## src/rtl/core/csvt_pkg.sv

```systemverilog
// Shared types and constants of the CSV tokenizer.
package csvt_pkg;

  localparam logic [7:0] CH_HASH    = 8'h23;
  localparam logic [7:0] CH_COMMA   = 8'h2C;
  localparam logic [7:0] CH_QUOTE   = 8'h22;
  localparam logic [7:0] CH_NEWLINE = 8'h0A;

  localparam int unsigned PADDR_W = 3;
  localparam logic [PADDR_W-1:0] REG_FILTER_ADDR = 3'd0;

  typedef enum logic {
    OP_BYTE  = 1'b0,
    OP_FLUSH = 1'b1
  } op_t;

  typedef enum logic [1:0] {
    KIND_CHAR = 2'd0,
    KIND_CELL = 2'd1,
    KIND_ROW  = 2'd2,
    KIND_END  = 2'd3
  } kind_t;

  // Parser flags carried from one request to the next.
  typedef struct packed {
    logic quoted;
    logic quote_pending;
    logic in_comment;
    logic cell_nonempty;
    logic row_has_cells;
  } pstate_t;

  // Up to three results caused by one request, in output order.
  typedef struct packed {
    logic [1:0] cnt;
    kind_t      k0;
    kind_t      k1;
    kind_t      k2;
    logic [7:0] ch;
  } bundle_t;

endpackage

```

## src/rtl/core/csvt_decode.sv

```systemverilog
// Combinational decoder: one request plus the parser flags gives next flags and results.
module csvt_decode (
  input  csvt_pkg::pstate_t cur,
  input  logic              filter_comments,
  input  logic              op,
  input  logic [7:0]        byte_req,
  output csvt_pkg::pstate_t nxt,
  output csvt_pkg::bundle_t res
);

  logic q_eff;
  logic hit_quote;

  assign q_eff     = cur.quoted & ~cur.quote_pending;
  assign hit_quote = (byte_req == csvt_pkg::CH_QUOTE);

  always_comb begin
    nxt    = cur;
    res.cnt = 2'd0;
    res.k0  = csvt_pkg::KIND_CHAR;
    res.k1  = csvt_pkg::KIND_CHAR;
    res.k2  = csvt_pkg::KIND_CHAR;
    res.ch  = byte_req;
    if (op == csvt_pkg::OP_FLUSH) begin
      nxt = '0;
      priority if (cur.cell_nonempty) begin
        res.cnt = 2'd3;
        res.k0  = csvt_pkg::KIND_CELL;
        res.k1  = csvt_pkg::KIND_ROW;
        res.k2  = csvt_pkg::KIND_END;
      end else if (cur.row_has_cells) begin
        res.cnt = 2'd2;
        res.k0  = csvt_pkg::KIND_ROW;
        res.k1  = csvt_pkg::KIND_END;
      end else begin
        res.cnt = 2'd1;
        res.k0  = csvt_pkg::KIND_END;
      end
    end else if (cur.in_comment) begin
      if (byte_req == csvt_pkg::CH_NEWLINE) begin
        nxt.in_comment = 1'b0;
      end
    end else begin
      nxt.quote_pending = 1'b0;
      nxt.quoted        = q_eff;
      priority if (cur.quote_pending && hit_quote) begin
        // Doubled quote inside quotes: one literal quote, still quoted.
        nxt.quoted        = cur.quoted;
        nxt.cell_nonempty = 1'b1;
        res.cnt           = 2'd1;
      end else if (filter_comments && (byte_req == csvt_pkg::CH_HASH)) begin
        nxt.in_comment = 1'b1;
      end else if (hit_quote) begin
        if (q_eff) begin
          nxt.quote_pending = 1'b1;
        end else begin
          nxt.quoted = 1'b1;
        end
      end else if (q_eff) begin
        nxt.cell_nonempty = 1'b1;
        res.cnt           = 2'd1;
      end else if (byte_req == csvt_pkg::CH_COMMA) begin
        nxt.cell_nonempty = 1'b0;
        nxt.row_has_cells = 1'b1;
        res.cnt           = 2'd1;
        res.k0            = csvt_pkg::KIND_CELL;
      end else if (byte_req == csvt_pkg::CH_NEWLINE) begin
        nxt.cell_nonempty = 1'b0;
        nxt.row_has_cells = 1'b0;
        if (cur.cell_nonempty) begin
          res.cnt = 2'd2;
          res.k0  = csvt_pkg::KIND_CELL;
          res.k1  = csvt_pkg::KIND_ROW;
        end else begin
          res.cnt = 2'd1;
          res.k0  = csvt_pkg::KIND_ROW;
        end
      end else begin
        nxt.cell_nonempty = 1'b1;
        res.cnt           = 2'd1;
      end
    end
  end

endmodule

```

## src/rtl/core/csvt_emit.sv

```systemverilog
// Result register: holds one request's results, hands out one per unstalled cycle.
module csvt_emit (
  input  logic              clk,
  input  logic              rst,
  input  logic              load,
  input  csvt_pkg::bundle_t bundle,
  input  logic              out_stall,
  output logic              can_load,
  output logic              out_valid,
  output logic [1:0]        kind,
  output logic [7:0]        char_res,
  output logic              last_of_run
);

  logic [1:0]      cnt;
  csvt_pkg::kind_t k0;
  csvt_pkg::kind_t k1;
  csvt_pkg::kind_t k2;
  logic [7:0]      ch;
  logic            pop;

  assign out_valid   = (cnt != 2'd0);
  assign pop         = out_valid & ~out_stall;
  assign can_load    = (cnt == 2'd0) | ((cnt == 2'd1) & ~out_stall);
  assign kind        = k0;
  assign char_res    = (k0 == csvt_pkg::KIND_CHAR) ? ch : 8'd0;
  assign last_of_run = (cnt == 2'd1);

  always_ff @(posedge clk) begin
    if (rst) begin
      cnt <= 2'd0;
    end else if (load) begin
      cnt <= bundle.cnt;
    end else if (pop) begin
      cnt <= cnt - 2'd1;
    end
  end

  always_ff @(posedge clk) begin
    if (load) begin
      k0 <= bundle.k0;
      k1 <= bundle.k1;
      k2 <= bundle.k2;
      ch <= bundle.ch;
    end else if (pop) begin
      k0 <= k1;
      k1 <= k2;
    end
  end

endmodule

```

## src/rtl/core/csv_tokenizer.sv

```systemverilog
// CSV tokenizer top level: input register, parser flags, decoder, result register, APB register.
// A request is held in the input register and then its results in the result register.
// Throughput: one request per cycle while each request gives at most one result and the
// output does not stall; a request's k results leave the result register one per unstalled cycle.
// Reset (rst, synchronous, active high) clears the parser flags, both valid stages and
// the comment filter register.
module csv_tokenizer (
  input  logic                           clk,
  input  logic                           rst,
  input  logic                           in_valid,
  output logic                           in_stall,
  input  logic                           op,
  input  logic [7:0]                     byte_req,
  output logic                           out_valid,
  input  logic                           out_stall,
  output logic [1:0]                     kind,
  output logic [7:0]                     char_res,
  output logic                           last_of_run,
  input  logic                           psel,
  input  logic                           penable,
  input  logic                           pwrite,
  input  logic [csvt_pkg::PADDR_W-1:0]   paddr,
  input  logic [31:0]                    pwdata,
  output logic [31:0]                    prdata,
  output logic                           pready
);

  // The single configuration register. When it is set, a hash byte opens a
  // comment that swallows everything through the next newline.
  logic filter_comments;

  assign pready = 1'b1;
  assign prdata = (paddr == csvt_pkg::REG_FILTER_ADDR) ? {31'd0, filter_comments} : 32'd0;

  always_ff @(posedge clk) begin
    if (rst) begin
      filter_comments <= 1'b0;
    end else if (psel && penable && pwrite && pready &&
                 (paddr == csvt_pkg::REG_FILTER_ADDR)) begin
      filter_comments <= pwdata[0];
    end
  end

  // Input register. A request waits here until the result register can take
  // the whole set of results it produces; the parser flags move at that moment.
  logic       a_valid;
  logic       a_op;
  logic [7:0] a_byte;
  logic       advance;
  logic       can_load;

  assign advance  = a_valid & can_load;
  assign in_stall = a_valid & ~can_load;

  always_ff @(posedge clk) begin
    if (rst) begin
      a_valid <= 1'b0;
    end else if (!in_stall) begin
      a_valid <= in_valid;
    end
  end

  always_ff @(posedge clk) begin
    if (in_valid && !in_stall) begin
      a_op   <= op;
      a_byte <= byte_req;
    end
  end

  // Parser flags: quoted mode, the one-byte quote lookahead, comment mode and
  // the two emptiness flags that decide whether a newline or a flush closes a
  // cell and a row.
  csvt_pkg::pstate_t st;
  csvt_pkg::pstate_t st_next;
  csvt_pkg::bundle_t bundle;

  csvt_decode u_decode (
    .cur             (st),
    .filter_comments (filter_comments),
    .op              (a_op),
    .byte_req        (a_byte),
    .nxt             (st_next),
    .res             (bundle)
  );

  always_ff @(posedge clk) begin
    if (rst) begin
      st <= '0;
    end else if (advance) begin
      st <= st_next;
    end
  end

  // Result register. It can take a new set of results when it is empty or
  // when its last result leaves in this cycle, so a stream of one-result
  // requests flows without a gap. Requests that give no result pass through
  // as an empty set.
  csvt_emit u_emit (
    .clk         (clk),
    .rst         (rst),
    .load        (advance),
    .bundle      (bundle),
    .out_stall   (out_stall),
    .can_load    (can_load),
    .out_valid   (out_valid),
    .kind        (kind),
    .char_res    (char_res),
    .last_of_run (last_of_run)
  );

  // The input only stalls while results are still waiting to be taken.
  a_stall_needs_results: assert property (@(posedge clk) disable iff (rst)
    in_stall |-> out_valid)
    else $error("input stalled with no result pending");

  // A pending quote can only exist inside a quoted section.
  a_pending_inside_quotes: assert property (@(posedge clk) disable iff (rst)
    st.quote_pending |-> st.quoted)
    else $error("quote lookahead set outside quotes");

  // After a flush reaches the decoder, the parser starts a fresh stream.
  a_flush_clears: assert property (@(posedge clk) disable iff (rst)
    (advance && (a_op == csvt_pkg::OP_FLUSH)) |=> (st == '0))
    else $error("parser flags not cleared by flush");

  // A result that is not the last of its request is followed by another one.
  a_run_continues: assert property (@(posedge clk) disable iff (rst)
    (out_valid && !last_of_run && !out_stall) |=> out_valid)
    else $error("result run ended early");

endmodule

```

## config.mk

```make
export PLATFORM = sky130hd
export DESIGN_NAME = csv_tokenizer
export DESIGN_NICKNAME = d
export VERILOG_FILES = /design/src/rtl/core/csvt_pkg.sv /design/src/rtl/core/csvt_decode.sv /design/src/rtl/core/csvt_emit.sv /design/src/rtl/core/csv_tokenizer.sv
export SDC_FILE = /design/constraint.sdc
export NUM_CORES = 1
export LEC_CHECK = 0
export BUFFER_PORTS_ARGS = -buffer_cell sky130_fd_sc_hd__buf_2
export CAP_MARGIN = 20
export CORE_ASPECT_RATIO = 1.1
export CORE_UTILIZATION = 47
export DETAILED_ROUTE_END_ITERATION = 6
export PLACE_DENSITY = 0.91
export SLEW_MARGIN = 10
export SYNTH_ARGS = -nofsm -noshare
export SYNTH_HDL_FRONTEND = slang
export SYNTH_SLANG_ARGS = --single-unit
```

## constraint.sdc

```tcl
create_clock -name clk -period 3.91 [get_ports clk]
set_input_delay 0.5865 -clock clk [delete_from_list [all_inputs] [get_ports clk]]
set_output_delay 0.5865 -clock clk [all_outputs]
set_load 0.01 [all_outputs]
```

; After elaboration in Yosys (flattened, before gate mapping)
; Index checks and enable logic that the tools add are counted.
[op_classes]
reduce_logical = 17
eq_ne = 12
bitwise = 9
n_addsub = 1
mux = 60
[ops]
columns = cell, count
row1 = $mux 4, 21
row2 = $mux 2, 21
row3 = $mux 6, 5
row4 = $eq 8x6->1 const B, 3
row5 = $mux 1, 11
row6 = $ne 2x2->1 const B, 5
row7 = $eq 8x4->1 const B, 1
row8 = $mux 8, 1
row9 = $reduce_and 7->1, 1
row10 = $logic_and 1x1->1, 6
row11 = $and 1x1->1, 5
row12 = $mux 5, 1
row13 = $logic_not 2->1, 2
row14 = $reduce_and 4->1, 1
row15 = $reduce_bool 2->1, 2
row16 = $logic_not 3->1, 1
row17 = $ne 3x2->1 const B, 1
row18 = $ne 3x3->1 const B, 1
row19 = $not 1->1, 3
row20 = $reduce_and 3->1, 1
row21 = $reduce_bool 3->1, 1
row22 = $eq 2x1->1 const B, 1
row23 = $reduce_and 2->1, 1
row24 = $sub 2x1->2 const B, 1
row25 = other kinds (2), 2
[totals]
inputBits = 51
wordCells = 113
output_inout_bits = 46
register_bits = 32

; Longest topological paths before layout
[logic_depth]
ltp_word = 25
depth_mapped = 8
mapped_depth_nobuf = 8

; Hierarchy
; Synthesis repeated with hierarchy kept, for this count alone.
[hier_totals]
cells_unflattened = 183
hier_area_um2 = 1883.1
[modules_own_cells]
columns = module, cells_per_inst, seq_area_each_um2, area_each_um2, n_inst
row1 = csv_tokenizer, 77, 410.4, 810.8, 1
row2 = csvt_emit, 47, 460.4, 681.9, 1
row3 = csvt_decode, 59, 0.0, 390.4, 1

; Least setup slack after synthesis
; Ideal clock, no wire load.
[synth_timing]
path_type = register to register
from = register u_emit.cnt[0]
to = register st[0] (netlist name)
synth_period_minus_slack_ps = 1801
path_stages_with_launch = 8
path_buffers = 0
setup_time_ps = 79
arrival_ps = 1722
path_slack_ps = 2109
required_time_ps = 3831
cell_sequence = dfxtp_1 -> ha_1 -> nor2b_1 -> o21ai_2 -> inv_2 -> o21ai_0 -> a311o_1 -> a211oi_2
[synth_between]
elab_chain_len = 5
word_cells_on_any_way = 6
classes_between = eq/ne: 1 / bitwise: 3 / reduce/logical: 2
[synth_lines]
columns = element, line
row1 = "start, declared", csvt_emit.sv:15  ; logic [1:0] cnt;
row2 = "start signal, assigned", csvt_emit.sv:33  ; cnt <= bundle.cnt;
row3 = "start signal, assigned", csvt_emit.sv:35  ; cnt <= cnt - 2'd1;
row4 = $eq 2x1->1, n/a
row5 = via last_of_run, csv_tokenizer.sv:18  ; output logic last_of_run,
row6 = $and 1x1->1, csvt_emit.sv:24  ; assign can_load = (cnt == 2'd0) | ((cnt == 2'd1) & ~out_stall);
row7 = $or 1x1->1, csvt_emit.sv:24
row8 = $and 1x1->1, csv_tokenizer.sv:52  ; assign advance = a_valid & can_load;
row9 = via advance, csv_tokenizer.sv:49  ; logic advance;
row10 = $reduce_and 7->1 (no source line), n/a
row11 = "end signal, assigned", csv_tokenizer.sv:90  ; st <= st_next;
row12 = "end, declared", csv_tokenizer.sv:73  ; csvt_pkg::pstate_t st;
; The timed path passes the listed nets, and every way through them passes these cells.
; A chain may end at the register's enable or synchronous reset.

; Worst setup path in the final report
[layout_timing]
from = register u_emit.cnt[1]
to = output in_stall
[layout_between]
elab_chain_len = 5
word_cells_on_any_way = 6
classes_between = eq/ne: 1 / bitwise: 4 / reduce/logical: 1
[layout_lines]
columns = element, line
row1 = $eq 2x1->1, csvt_emit.sv:24
row2 = $and 1x1->1, csvt_emit.sv:24
row3 = $or 1x1->1 *, csvt_emit.sv:24
row4 = $not 1->1 *, csv_tokenizer.sv:53  ; assign in_stall = a_valid & ~can_load;
row5 = $and 1x1->1 *, csv_tokenizer.sv:53
row6 = "end, declared", csv_tokenizer.sv:11  ; output logic in_stall,
; Every way passes the cells marked *; elsewhere a longest branch is shown, timed or not.

==> run_summary.xml <==
<?xml version="1.0" encoding="UTF-8"?>
<metrics>
  <group name="finish">
    <metric name="fin_cells" unit="">249</metric>
    <metric name="nFillCells" unit="">307</metric>
    <metric name="layout_common_cells" unit="">33 x buf_2, 32 x conb_1, 22 x edfxtp_1</metric>
    <metric name="final_layout_size_suffix_gt1_frac" unit="">0.224</metric>
    <metric name="number_of_nets_in_the_final_layout" unit="">254</metric>
    <metric name="finalCoreUtilization" unit="">0.539</metric>
    <metric name="syn2layout_area_growth" unit="%">6.75</metric>
    <metric name="post-route-cell-area" unit="mm^2">0.00184</metric>
    <metric name="antenna_diode_instance_count" unit="">0</metric>
    <metric name="layout.cells.most_common" unit="">buf_2</metric>
  </group>
  <group name="placement">
    <metric name="placement.setup.worst_slack" unit="ps">1790</metric>
    <metric name="numPortBuffers" unit="">33</metric>
    <metric name="finalWeightedCongestion" unit="">0.840</metric>
    <metric name="post-dp-hpwl" unit="um">2150</metric>
    <metric name="dpl.cell_count" unit="">242</metric>
    <metric name="dpl-instance-area" unit="mm^2">0.00179</metric>
  </group>
  <group name="worst_setup_path">
    <metric name="timing.critical_path.fanout_max" unit="">2</metric>
    <metric name="r2r_end" unit="">st[0]$_SDFFE_PP0P_</metric>
    <metric name="rr_startpoint" unit="">u_emit.cnt[1]$_SDFFE_PP0P_</metric>
    <metric name="setup.worst_path.start_class" unit="">flip-flop</metric>
    <metric name="critical_path_rt" unit="ps">3320</metric>
    <metric name="reg2regPathDepth" unit="">8</metric>
    <metric name="worst_setup_path_end_kind" unit="">output port</metric>
    <metric name="crit_arrival" unit="ps">1610</metric>
    <metric name="worst-r2r-setup-slack" unit="ps">1860</metric>
    <metric name="crit_type" unit="">reg2out</metric>
  </group>
  <group name="worst_hold_path">
    <metric name="hold_start" unit="">op</metric>
    <metric name="whs_path_depth" unit="">1</metric>
    <metric name="hold-path-endpoint" unit="">a_op$_DFFE_PP_</metric>
    <metric name="path_type_of_the_worst_min_delay_path" unit="">in2reg</metric>
  </group>
  <group name="drt">
    <metric name="postRouteAntennaNets" unit="">0</metric>
    <metric name="viasPerCell" unit="">4.86</metric>
    <metric name="routed_wirelength" unit="um">2860</metric>
    <metric name="drt_drc_violations_left" unit="">0</metric>
    <metric name="initialDrtViolationCount" unit="">40</metric>
    <metric name="num_vias" unit="">1209</metric>
    <metric name="detail_route.first_pass.iterations" unit="">4</metric>
    <metric name="wl_per_cell" unit="um">11.5</metric>
  </group>
  <group name="synth">
    <metric name="area_share_of_and_or_nand_nor_cells_after_synthesis" unit="">0.184</metric>
    <metric name="synth_xor_xnor_area_share" unit="">0</metric>
    <metric name="ys_async_sr_fraction" unit="">0</metric>
    <metric name="dominant_combinational_cell_family_by_area_after_synthesis" unit="">simple AND/OR/NAND/NOR gates</metric>
    <metric name="synth.largest_area_cell" unit="">edfxtp_1</metric>
    <metric name="synth-adder-area-share" unit="">0.0145</metric>
    <metric name="ff_latch_count_synth" unit="">31</metric>
    <metric name="netlist_instances" unit="">165</metric>
    <metric name="dominantRegCellSynth" unit="">edfxtp_1</metric>
    <metric name="synth.lib_cells_used.distinct" unit="">44</metric>
    <metric name="synth-edff-count" unit="">22</metric>
    <metric name="ys_warn_count" unit="">0</metric>
    <metric name="synth.mux.area_fraction" unit="">0.0116</metric>
    <metric name="mappedNetlistArea" unit="mm^2">0.00172</metric>
    <metric name="synth-compound-area-share" unit="">0.117</metric>
    <metric name="synth.area.top_cells" unit="">edfxtp_1 38%, buf_4 14%, dfxtp_1 10%, and2_1 3.3%, inv_1 2.4%</metric>
    <metric name="synth_area_per_cell" unit="um^2">10.4</metric>
    <metric name="yosysTopAreaCellShare" unit="">0.383</metric>
    <metric name="ys_seq_area_frac" unit="">0.488</metric>
  </group>
  <group name="global_routing">
    <metric name="grt_max_degree" unit="">17</metric>
    <metric name="grt_first_pass_wirelength" unit="um">4530</metric>
    <metric name="grt_pass1_vias" unit="">1003</metric>
    <metric name="antenna_found_initial" unit="">0</metric>
    <metric name="grt_usage" unit="">0.163</metric>
    <metric name="grt.overflow.total" unit="">0</metric>
  </group>
  <group name="sta">
    <metric name="finalWorstPathRequiredPeriod" unit="ps">2200</metric>
    <metric name="timing_hold_violations_final" unit="">0</metric>
    <metric name="hold_slack" unit="ps">434</metric>
    <metric name="worst-slew-pin-transition" unit="ps">702</metric>
    <metric name="timing.final.crit_share" unit="">0.562</metric>
    <metric name="fin_skew" unit="ps">10.8</metric>
    <metric name="max_slew_margin" unit="">0.519</metric>
    <metric name="timing.fmax" unit="MHz">455</metric>
    <metric name="tns" unit="ps">0</metric>
    <metric name="report.final.slew_viol_count" unit="">0</metric>
    <metric name="setup_viol" unit="">0</metric>
    <metric name="rsz0062_at_grt" unit="">no</metric>
    <metric name="fin_ws" unit="ps">1710</metric>
  </group>
  <group name="power_and_ir_drop">
    <metric name="max-vdd-ir-drop" unit="mV">0.266</metric>
    <metric name="power_switching" unit="uW">225</metric>
    <metric name="totalPowerFinal" unit="uW">746</metric>
    <metric name="leakagePower" unit="nW">0.767</metric>
    <metric name="p_int" unit="uW">521</metric>
    <metric name="power.share.clock" unit="">0.222</metric>
    <metric name="combinational_power_share" unit="">0.219</metric>
    <metric name="power_density" unit="mW/mm^2">405</metric>
    <metric name="seq_power_share" unit="">0.559</metric>
    <metric name="power_switching_share" unit="">0.302</metric>
  </group>
  <group name="clock_network">
    <metric name="cts.reportedPaths.clkPinSlew" unit="ps">90</metric>
    <metric name="worstSkewPairLatency" unit="ps">330</metric>
    <metric name="cts_made_buffers" unit="">5</metric>
    <metric name="htreeDepth" unit="">2</metric>
    <metric name="cts_hold_buffers" unit="">0</metric>
    <metric name="cts.repair_timing.setup_buffer_count" unit="">0</metric>
    <metric name="ctsRootBufferMaster" unit="">clkbuf_4</metric>
    <metric name="cts.sinks" unit="">31</metric>
    <metric name="clock_path_buffers" unit="">2</metric>
    <metric name="post_cts_resized" unit="">0</metric>
    <metric name="cts_tree" unit="">done</metric>
  </group>
  <group name="run">
    <metric name="max_cap_viol_count" unit="">0</metric>
  </group>
  <group name="floorplanning">
    <metric name="core.rowCount" unit="">22</metric>
    <metric name="core_area" unit="mm^2">0.00341</metric>
    <metric name="start_util" unit="">0.505</metric>
    <metric name="die-width" unit="um">59.8</metric>
    <metric name="die_area" unit="mm^2">0.00392</metric>
    <metric name="die_height" unit="um">65.5</metric>
    <metric name="num_io_pins" unit="">97</metric>
  </group>
  <group name="status">
    <metric name="run_status" unit="">complete, no violations</metric>
  </group>
</metrics>
worst max path at each step:
| stage | slack (ps) | cells past startpoint | from | endpoint |
|---|---|---|---|---|
| floorplan | 2110 | 7 | u_emit.cnt[0]$_SDFFE_PP0P_ | st[0]$_SDFFE_PP0P_ |
| global placement | 1810 | 7 | out_stall | st[0]$_SDFFE_PP0P_ |
| detailed placement | 1790 | 7 | out_stall | st[0]$_SDFFE_PP0P_ |
| CTS | 1700 | 6 | u_emit.cnt[1]$_SDFFE_PP0P_ | in_stall |
| global route | 1650 | 6 | u_emit.cnt[1]$_SDFFE_PP0P_ | in_stall |
| finish | 1710 | 6 | u_emit.cnt[1]$_SDFFE_PP0P_ | in_stall |
sequential cells by signal, indices dropped and copies added, names as in the netlist:
| signal | flops |
|---|---|
| a_byte | 8 |
| u_emit.ch | 8 |
| st | 5 |
| u_emit.cnt | 2 |
| u_emit.k1 | 2 |
| u_emit.kind | 2 |
| a_op | 1 |
| a_valid | 1 |
| filter_comments | 1 |
| u_emit.k2 | 1 |
cells in the mapped netlist, types with 3 or more instances:
cell,number
a21oi_1,6
and2_1,9
buf_4,32
dfxtp_1,9
edfxtp_1,22
inv_1,11
nand2_1,11
nand3_1,4
nand4_1,3
nor2_1,5
nor3_1,4
nor3b_1,3
o21a_1,3
o21ai_0,5
metal layers:
| layer | share of wire | track usage |
|---|---|---|
| met2 | 0.48 | 0.244 |
| met5 | 0 | 0 |
| met4 | 0.023 | 0.0930 |
| met1 | 0.41 | 0.203 |
| met3 | 0.078 | 0.0551 |
final cells by class:
class | count | area, um^2 | area share
clock buffer | 5 | 37.5 | 0.0204
sequential | 31 | 841 | 0.457
timing repair buffer | 33 | 165 | 0.0897
multi-input combinational | 118 | 683 | 0.371
inverter | 12 | 45.0 | 0.0245
tap | 48 | 60.1 | 0.0326
clock inverter | 2 | 8.76 | 0.00476
worst max-delay path, cell delays in order, from the launching register on:
cell and delay [ps]:
dfxtp_1 340, inv_1 70, ha_1 190, nor2b_1 150, or3_1 330, inv_1 80
buf_2 120
cells by family after synthesis:
| logic type | after synthesis |
|---|---|
| other cells | 2 |
| flops | 31 |
| compound gates | 29 |
| simple gates | 53 |
| mux | 2 |
| buf+inv | 46 |
| fa+ha+maj | 2 |
power groups by stage:
stage,clock [mW],combinational (mW),sequential (mW)
global placement,0,0.158,0.422
global route,0.181,0.184,0.422
floorplan,0,0.138,0.420
CTS,0.168,0.164,0.418
detailed placement,0,0.163,0.425
finish,0.165,0.163,0.417
Power figures use the tool's default switching activity.
